## src/rtl/rfcp_div.sv

```systemverilog
// Shared restoring divider, one quotient bit per cycle.
`timescale 1ns / 1ps
`default_nettype none
module rfcp_div #(
    parameter int N_W = 32,
    parameter int D_W = 17
) (
    input  wire logic           i_clk,
    input  wire logic           i_rst_n,
    input  wire logic           i_start,
    input  wire logic [N_W-1:0] i_dividend,
    input  wire logic [D_W-1:0] i_divisor,
    output logic                o_done,
    output logic [N_W-1:0]      o_quot,
    output logic [D_W-1:0]      o_rem
);
    localparam int CNT_W = $clog2(N_W + 1);

    logic             r_busy;
    logic [CNT_W-1:0] r_cnt;
    logic [N_W-1:0]   r_q;
    logic [D_W-1:0]   r_r;
    logic [D_W-1:0]   r_d;
    logic             r_done;

    logic [D_W:0]   w_sh;
    logic [D_W+1:0] w_diff;
    logic           w_borrow;
    logic [N_W-1:0] n_q;
    logic [D_W-1:0] n_r;

    assign w_sh     = {r_r, r_q[N_W-1]};
    assign w_diff   = {1'b0, w_sh} - {2'b0, r_d};
    assign w_borrow = w_diff[D_W+1];
    assign n_q      = {r_q[N_W-2:0], ~w_borrow};
    assign n_r      = w_borrow ? w_sh[D_W-1:0] : w_diff[D_W-1:0];

    always_ff @(posedge i_clk) begin
        if (!i_rst_n) begin
            r_busy <= 1'b0;
            r_done <= 1'b0;
            r_cnt  <= '0;
        end else begin
            r_done <= 1'b0;
            if (i_start) begin
                r_q    <= i_dividend;
                r_r    <= '0;
                r_d    <= i_divisor;
                r_cnt  <= CNT_W'(N_W);
                r_busy <= 1'b1;
            end else if (r_busy) begin
                r_q   <= n_q;
                r_r   <= n_r;
                r_cnt <= r_cnt - 1'b1;
                if (r_cnt == CNT_W'(1)) begin
                    r_busy <= 1'b0;
                    r_done <= 1'b1;
                end
            end
        end
    end

    assign o_done = r_done;
    assign o_quot = r_q;
    assign o_rem  = r_r;
endmodule
`default_nettype wire

```

## config.mk

```make
export PLATFORM = sky130hd
export DESIGN_NAME = rfcp_div
export DESIGN_NICKNAME = d
export VERILOG_FILES = /design/src/rtl/rfcp_div.sv
export SDC_FILE = /design/constraint.sdc
export NUM_CORES = 1
export LEC_CHECK = 0
export BUFFER_PORTS_ARGS = -buffer_cell sky130_fd_sc_hd__buf_2
export CAP_MARGIN = 25
export CELL_PAD_IN_SITES_DETAIL_PLACEMENT = 1
export CELL_PAD_IN_SITES_GLOBAL_PLACEMENT = 1
export CORE_MARGIN = 2
export CORE_UTILIZATION = 42
export DETAILED_ROUTE_END_ITERATION = 7
export MAX_ROUTING_LAYER = met4
export PLACE_DENSITY_LB_ADDON = 0.05
export SLEW_MARGIN = 40
export SYNTH_ARGS = -nofsm -noshare
export SYNTH_HDL_FRONTEND = slang
export SYNTH_SLANG_ARGS = --single-unit
```

## constraint.sdc

```tcl
create_clock -name i_clk -period 3.4 [get_ports i_clk]
set_input_delay 0.34 -clock i_clk [delete_from_list [all_inputs] [get_ports i_clk]]
set_output_delay 0.34 -clock i_clk [all_outputs]
set_load 0.1 [all_outputs]
```

==> results of run 1 <==
-- area by class of cell --
cell class / instances / area [um^2] / share of cell area, %
Clock inverter: 7 / 75.1 / 1.58
Tap cell: 111 / 139 / 2.93
Inverter: 25 / 93.8 / 1.98
Sequential cell: 74 / 2140 / 45.2
Clock buffer: 9 / 124 / 2.61
Multi-Input combinational cell: 207 / 1600 / 33.8
Timing Repair Buffer: 107 / 563 / 11.9
-- cell families (layout without fill, tap and decap cells) --
group | after synthesis | count (layout) | synth area share [%]
compound gates | 64 | 64 | 11.6
xor+xnor | 15 | 15 | 3.38
fa+ha+maj | 20 | 20 | 6.63
buf+inv | 33 | 148 | 3.70
flops | 74 | 74 | 55.1
mux | 41 | 41 | 11.6
simple gates | 67 | 67 | 8.01
-- power by group --
group / internal [W] / switching (W)
Clock: 0.000348 / 0.000364
Sequential: 0.00108 / 0.0000407
Combinational: 0.000254 / 0.000626
-- worst register-to-register path: cells and delay by family (launching register included) --
family | cells | cell delay, ns
adder cells (fa/ha/maj) | 2 | 0.57
flip-flops | 1 | 0.44
AO/OA/AOI/OAI | 6 | 1.21
buffers and inverters | 3 | 0.33
-- registers in the layout, summed over array words and instances (netlist names) --
name and count:
o_rem 17, r_cnt 6, r_d 17, r_busy 1, o_done 1, o_quot 32
-- metrics by stage --
stage          instance area (um^2)  std cells  util [%]  hold WS, ns  setup slack, ns
2_1_floorplan                  3890        314         -        0.439            0.259
3_3_place_gp                   4540        524      49.8        0.484            0.697
3_5_place_dp                   4540        524      49.8        0.492            0.630
4_1_cts                        4740        540      52.0        0.144            0.608
5_1_grt                        4740        540      52.0        0.138            0.442
6_report                       4740        540      52.0        0.161            0.624
-- cells in the final DEF, fill, tap and decap left out, types with 8 or more instances in the layout --
| cell type | Yosys | final |
|---|---|---|
| a21oi_1 | 19 | 19 |
| buf_2 | 1 | 101 |
| clkbuf_8 | 0 | 9 |
| dfxtp_1 | 8 | 8 |
| edfxtp_1 | 66 | 66 |
| ha_1 | 19 | 19 |
| inv_1 | 25 | 25 |
| mux2_2 | 32 | 32 |
| mux2i_1 | 9 | 9 |
| nand2_1 | 18 | 18 |
| nor2_1 | 24 | 24 |
| o21ai_0 | 8 | 8 |
| xnor2_1 | 9 | 9 |
-- worst max path at each step --
| stage | endpoint | slack, ns | depth (start not counted) |
|---|---|---|---|
| floorplan | o_rem[10]$_SDFFCE_PP0P_ | 0.26 | 11 |
| global placement | o_rem[9]$_SDFFCE_PP0P_ | 0.70 | 11 |
| detailed placement | o_rem[9]$_SDFFCE_PP0P_ | 0.63 | 11 |
| CTS | o_rem[9]$_SDFFCE_PP0P_ | 0.61 | 11 |
| global route | o_rem[9]$_SDFFCE_PP0P_ | 0.44 | 11 |
| finish | o_rem[9]$_SDFFCE_PP0P_ | 0.62 | 11 |
-- per-layer routing --
metal | vias to the layer above | part of all wire (%)
met4 | 0 | 1.2
met3 | 12 | 4.6
met2 | 75 | 48
met5 | - | 0
li1 | 1381 | -
met1 | 1362 | 47
==> flow_summary.yaml, run 1 <==
worst_setup_path:
  reg2reg_setup_slack_ns: 0.62
  required_ns: 3.51
  crit_buf_inv: 3
  crit_path_max_fanout: 13
  cpLargestDelayFamily: "compound AO/OA/AOI/OAI gates"
  timing.critical_path.from: "o_quot[31]$_DFFE_PP_"
  r2r_cells: 11
  slowest_delay_ns: 0.44
  slowest_stage: "edfxtp_1"
  r2r-end: "o_rem[9]$_SDFFCE_PP0P_"
  worstPathCellList: "inv_1, ha_1, inv_1, fa_1, a211oi_1, o21a_1, o31a_1, o21ai_4, buf_12, a21boi_0, o21a_1"
  end_kind: "flop"
  path_class: "reg2reg"
  worstReg2RegStart: "o_quot[31]$_DFFE_PP_"
  worst_ep_arrival_time_ns: 2.88
  start_kind: "flop"
grt:
  track_usage_pct: 18.9
  grtUsageMet2_pct: 29.7
  grt_antenna_before_repair: 0
  grt_most_used_layer: "met2"
  use_met3_pct: 3.97
  grt_pass1_vias: 2937
  grt.overflow.total: 0
  grt_pass1_wl_mm: 14.3
  grt_max_degree: 25
  met1_usage_pct: 24.3
die:
  dieArea_um2: 10000
  start_util_pct: 42.7
  core_area_um2: 9110
  dieHeight_um: 100
  chipWidth_um: 100
  pin_count: 102
  row_count: 35
clock_network:
  cts_buffer_depth: 2
  cts.clk_slew.worst_paths_ns: 0.09
  clock_latency_ns: 0.35
  numCtsBuffers: 9
  postCtsSetupBuffers: 0
  h-tree-depth: 3
  cts_hold_buf: 0
  cts_sinks: 74
  cts_resized: 0
  cts_tree: "built"
  cts_root_buffer: "clkbuf_8"
finish:
  area_delta_synth_final_pct: 21.9
  nFillCells: 1005
  nets: 496
  drive_above_1_share_pct: 38.2
  diodes: 0
outcome:
  status: "finished clean"
routing:
  routed_wl_mm: 9.06
  final_antenna_net_count: 0
  firstDrtPassIters: 4
  first_iter_violations: 71
  num_vias: 2830
  wire_per_inst_um: 16.8
  drc: 0
  via_per_inst: 5.24
timing:
  fmax_mhz: 360
  rsz0062_at_grt: "false"
  finalSetupViolations: 0
  final_hold_viol_count: 0
  slew_viol_final: 0
  layout_min_cycle_time_ns: 2.78
  slew_headroom_pct: 48.1
  clock_skew_ns: 0.0118
  fin_crit_sh_pct: 81.6
  tns_ns: 0
  worst_slew_pin_slew_ns: 0.778
yosys:
  syn-num-nets: 386
  synth_area_um2: 3890
  ys_top_cells_by_area: "edfxtp_1, mux2_2, ha_1"
  async_flop_share_pct: 0
  synth_area_per_cell_um2: 12.4
  synth_top_area_share_pct: 51.0
  synth_edf_count: 66
  ys_types: 49
  yosysSeqAreaShare_pct: 55.1
  synth_seq_cells: 74
  synth_area_leader_cell: "edfxtp_1"
  netlist_top_cells_count: "edfxtp_1, mux2_2, inv_1, nor2_1"
  synth_most_common_cell: "edfxtp_1"
  ys.flop_type: "edfxtp_1"
  syn_inst: 314
  yosys_warnings: 0
job:
  drv_cap: 0
worst_hold_path:
  min_path_cells: 1
  min_to: "r_d[6]$_DFFE_PP_"
  hp-start: "i_divisor[6]"
  min_path_type: "in2reg"
power:
  vdd_drop_max_mv: 0.295
  power_w: 0.00271
  p_leak_nw: 2.02
  power.density_nw_per_um2: 572
placed_design:
  dpl.hpwl_mm: 6.83
  gp_congestion: 0.794
  portBuffers: 101
(Power assumes the default switching activity.)
==> inputs of run 2 (changes only) <==
--- a/config.mk
+++ b/config.mk
@@ -5,12 +5,13 @@
 export SDC_FILE = /design/constraint.sdc
 export NUM_CORES = 1
 export LEC_CHECK = 0
+export ABC_AREA = 1
 export BUFFER_PORTS_ARGS = -buffer_cell sky130_fd_sc_hd__buf_2
 export CAP_MARGIN = 25
 export CELL_PAD_IN_SITES_DETAIL_PLACEMENT = 1
 export CELL_PAD_IN_SITES_GLOBAL_PLACEMENT = 1
 export CORE_MARGIN = 2
-export CORE_UTILIZATION = 42
+export CORE_UTILIZATION = 40
 export DETAILED_ROUTE_END_ITERATION = 7
 export MAX_ROUTING_LAYER = met4
 export PLACE_DENSITY_LB_ADDON = 0.05
==> constraint.sdc (replaced) <==
create_clock -name i_clk -period 2.85 [get_ports i_clk]
set_input_delay 0.285 -clock i_clk [delete_from_list [all_inputs] [get_ports i_clk]]
set_output_delay 0.285 -clock i_clk [all_outputs]
set_load 0.1 [all_outputs]
==> run 2 against run 1 <==
Maximum frequency rose by 19%. Synthesized area rose by 11%. Core utilization fell by 2.6 points. Non-clock buffer count fell by 2. Largest cell class unchanged. Total power rose by 36%. Synthesized cell count rose by 68%. Clock skew fell by 0.00068 ns.
==> flow_summary.yaml, run 2 <==
outcome:
  status: "finished clean"
yosys:
  synth_top_area_share_pct: 46.1
  synth_area_per_cell_um2: 8.15
  yosys_warnings: 0
  netlist_top_cells_count: "nand2_1, inv_1, edfxtp_1, nor2_1, ha_1"
  ys_types: 31
  synth_area_leader_cell: "edfxtp_1"
  async_flop_share_pct: 0
  ys_top_cells_by_area: "edfxtp_1, nand2_1, inv_1"
  synth_area_um2: 4300
  syn_inst: 528
  syn-num-nets: 600
  synth_seq_cells: 74
  synth_most_common_cell: "nand2_1"
  synth_edf_count: 66
  yosysSeqAreaShare_pct: 49.8
  ys.flop_type: "edfxtp_1"
timing:
  fin_crit_sh_pct: 81.7
  clock_skew_ns: 0.0111
  layout_min_cycle_time_ns: 2.33
  tns_ns: 0
  slew_headroom_pct: 51.2
  rsz0062_at_grt: "false"
  fin_ws_ns: 0.520
  slew_viol_final: 0
  final_hold_viol_count: 0
  finalSetupViolations: 0
  fmax_mhz: 429
  worst_slew_pin_slew_ns: 0.727
placed_design:
  post_dp_cell_area_um2: 4970
  dpl.hpwl_mm: 8.65
  post-place-ws_ns: 0.502
  gp_congestion: 0.885
  portBuffers: 101
worst_setup_path:
  path_class: "reg2reg"
  required_ns: 2.97
  timing.critical_path.from: "o_quot[31]$_DFFE_PP_"
  worstReg2RegStart: "o_quot[31]$_DFFE_PP_"
  worstPathCellList: "inv_1, ha_1, inv_1, fa_1, nand3_2, nand3_2, nand2_4, nand2_4, nand2_2, nand2_1, nand2_1, inv_1"
  start_kind: "flop"
  slowest_delay_ns: 0.44
  slowest_stage: "fa_1"
  crit_path_max_fanout: 12
  end_kind: "flop"
  worst_ep_arrival_time_ns: 2.45
  crit_path_frequent_cell: "inv_1"
routing:
  first_iter_violations: 95
  wl_met1_mm: 5.13
  num_vias: 3693
  routed_wl_mm: 11.3
  dr_wl_met2_mm: 5.52
  wire_per_inst_um: 14.6
  via_per_inst: 4.77
  wl_met3_um: 485
  drc: 0
  final_antenna_net_count: 0
  top_layer_used: "met4"
  firstDrtPassIters: 4
power:
  p_comb_share_pct: 42.1
  p_clk_share_pct: 20.1
  power_frac_seq_pct: 37.9
  power.density_nw_per_um2: 720
  sw_frac_of_total_pct: 45.6
  p_leak_nw: 2.68
  internal-power_w: 0.00201
  vdd_drop_max_mv: 0.278
  p_sw_w: 0.00168
  power_w: 0.00369
clock_network:
  cts_tree: "built"
  cts_buffer_depth: 2
  cts_root_buffer: "clkbuf_8"
  postCtsSetupBuffers: 0
  numCtsBuffers: 9
  cts_sinks: 74
  cts.clk_slew.worst_paths_ns: 0.08
  clock_latency_ns: 0.36
  cts_resized: 0
  h-tree-depth: 3
  cts_hold_buf: 0
grt:
  grt_pass1_vias: 3887
  grt_antenna_before_repair: 0
  grt_max_degree: 38
  grt.overflow.total: 0
  track_usage_pct: 21.1
  grt_pass1_wl_mm: 18.5
die:
  core_area_um2: 10400
  start_util_pct: 41.5
  row_count: 37
  pin_count: 102
  chipWidth_um: 108
  dieHeight_um: 108
  dieArea_um2: 11600
worst_hold_path:
  hp-start: "i_divisor[5]"
  min_path_type: "in2reg"
finish:
  largest_register_ff_count: 32
  final_common_cell: "nand2_1"
  fin_util_pct: 49.5
  diodes: 0
  nets: 706
  drive_above_1_share_pct: 23.9
  area_delta_synth_final_pct: 19.2
  fin_area_um2: 5130
  final_cell_mix: "nand2_1, buf_2, inv_1"
job:
  drv_cap: 0
[run 2: changes by cell type in the layout (fill, tap and decap cells not counted), moves of 10 or more]
cell and change:
a21oi_1 -10, inv_1 +47, mux2_2 -32, nand2_1 +206, nor2_1 +13
[run 2: final cells by class]
type / count / area (um^2)
Inverter: 79 / 297
Timing Repair Buffer: 105 / 548
Fill cell: 1316 / 5240
Clock buffer: 11 / 131
Tap cell: 136 / 170
Multi-Input combinational cell: 365 / 1810
Clock inverter: 5 / 31.3
Sequential cell: 74 / 2140
[run 2: power by group through the flow]
| stage | clock network (W) | registers, W | logic, W |
|---|---|---|---|
| floorplan | 0 | 0.00199 | 0.000680 |
| global placement | 0 | 0.00142 | 0.00153 |
| detailed placement | 0 | 0.00142 | 0.00156 |
| CTS | 0.000760 | 0.00140 | 0.00157 |
| global route | 0.000796 | 0.00141 | 0.00169 |
| finish | 0.000742 | 0.00140 | 0.00155 |
[run 2: final timing paths]
check	end	slack, ns	cells after the start
setup / recovery	o_rem[14]$_SDFFCE_PP0P_	0.52	12
hold / removal	r_d[5]$_DFFE_PP_	0.1	1
setup reg to reg	o_rem[14]$_SDFFCE_PP0P_	0.52	12
hold reg to reg	r_cnt[1]$_SDFFE_PP0P_	0.52	2
[run 2: metal layers]
metal | GRT usage (%) | up-vias
li1 | - | 1867
met1 | 26.2 | 1728
met2 | 35.2 | 85
met3 | 3.57 | 13
met4 | 7.14 | 0
met5 | - | -
[run 2: worst max-delay path, delay by kind of cell (launching register included)]
kind | cells | cell delay (ns)
adders and majority gates | 2 | 0.60
buffers and inverters | 3 | 0.22
DFF | 1 | 0.40
and+or+nand+nor | 7 | 0.86
[run 2: cells by family (layout without fill, tap and decap cells)]
group	after synthesis	in the layout	synth area share, %
xor+xnor	8	8	1.63
fa+ha+maj	20	20	5.99
flops	74	74	49.8
buf+inv	89	200	8.23
simple gates	322	322	32.4
compound gates	15	15	1.98
[run 2: per-stage QoR]
stage,hold slack (ns),cells
after floorplan,0.384,528
after global placement,0.461,759
after detailed placement,0.463,759
after CTS,0.0851,775
after global routing,0.0887,775
final,0.0967,775
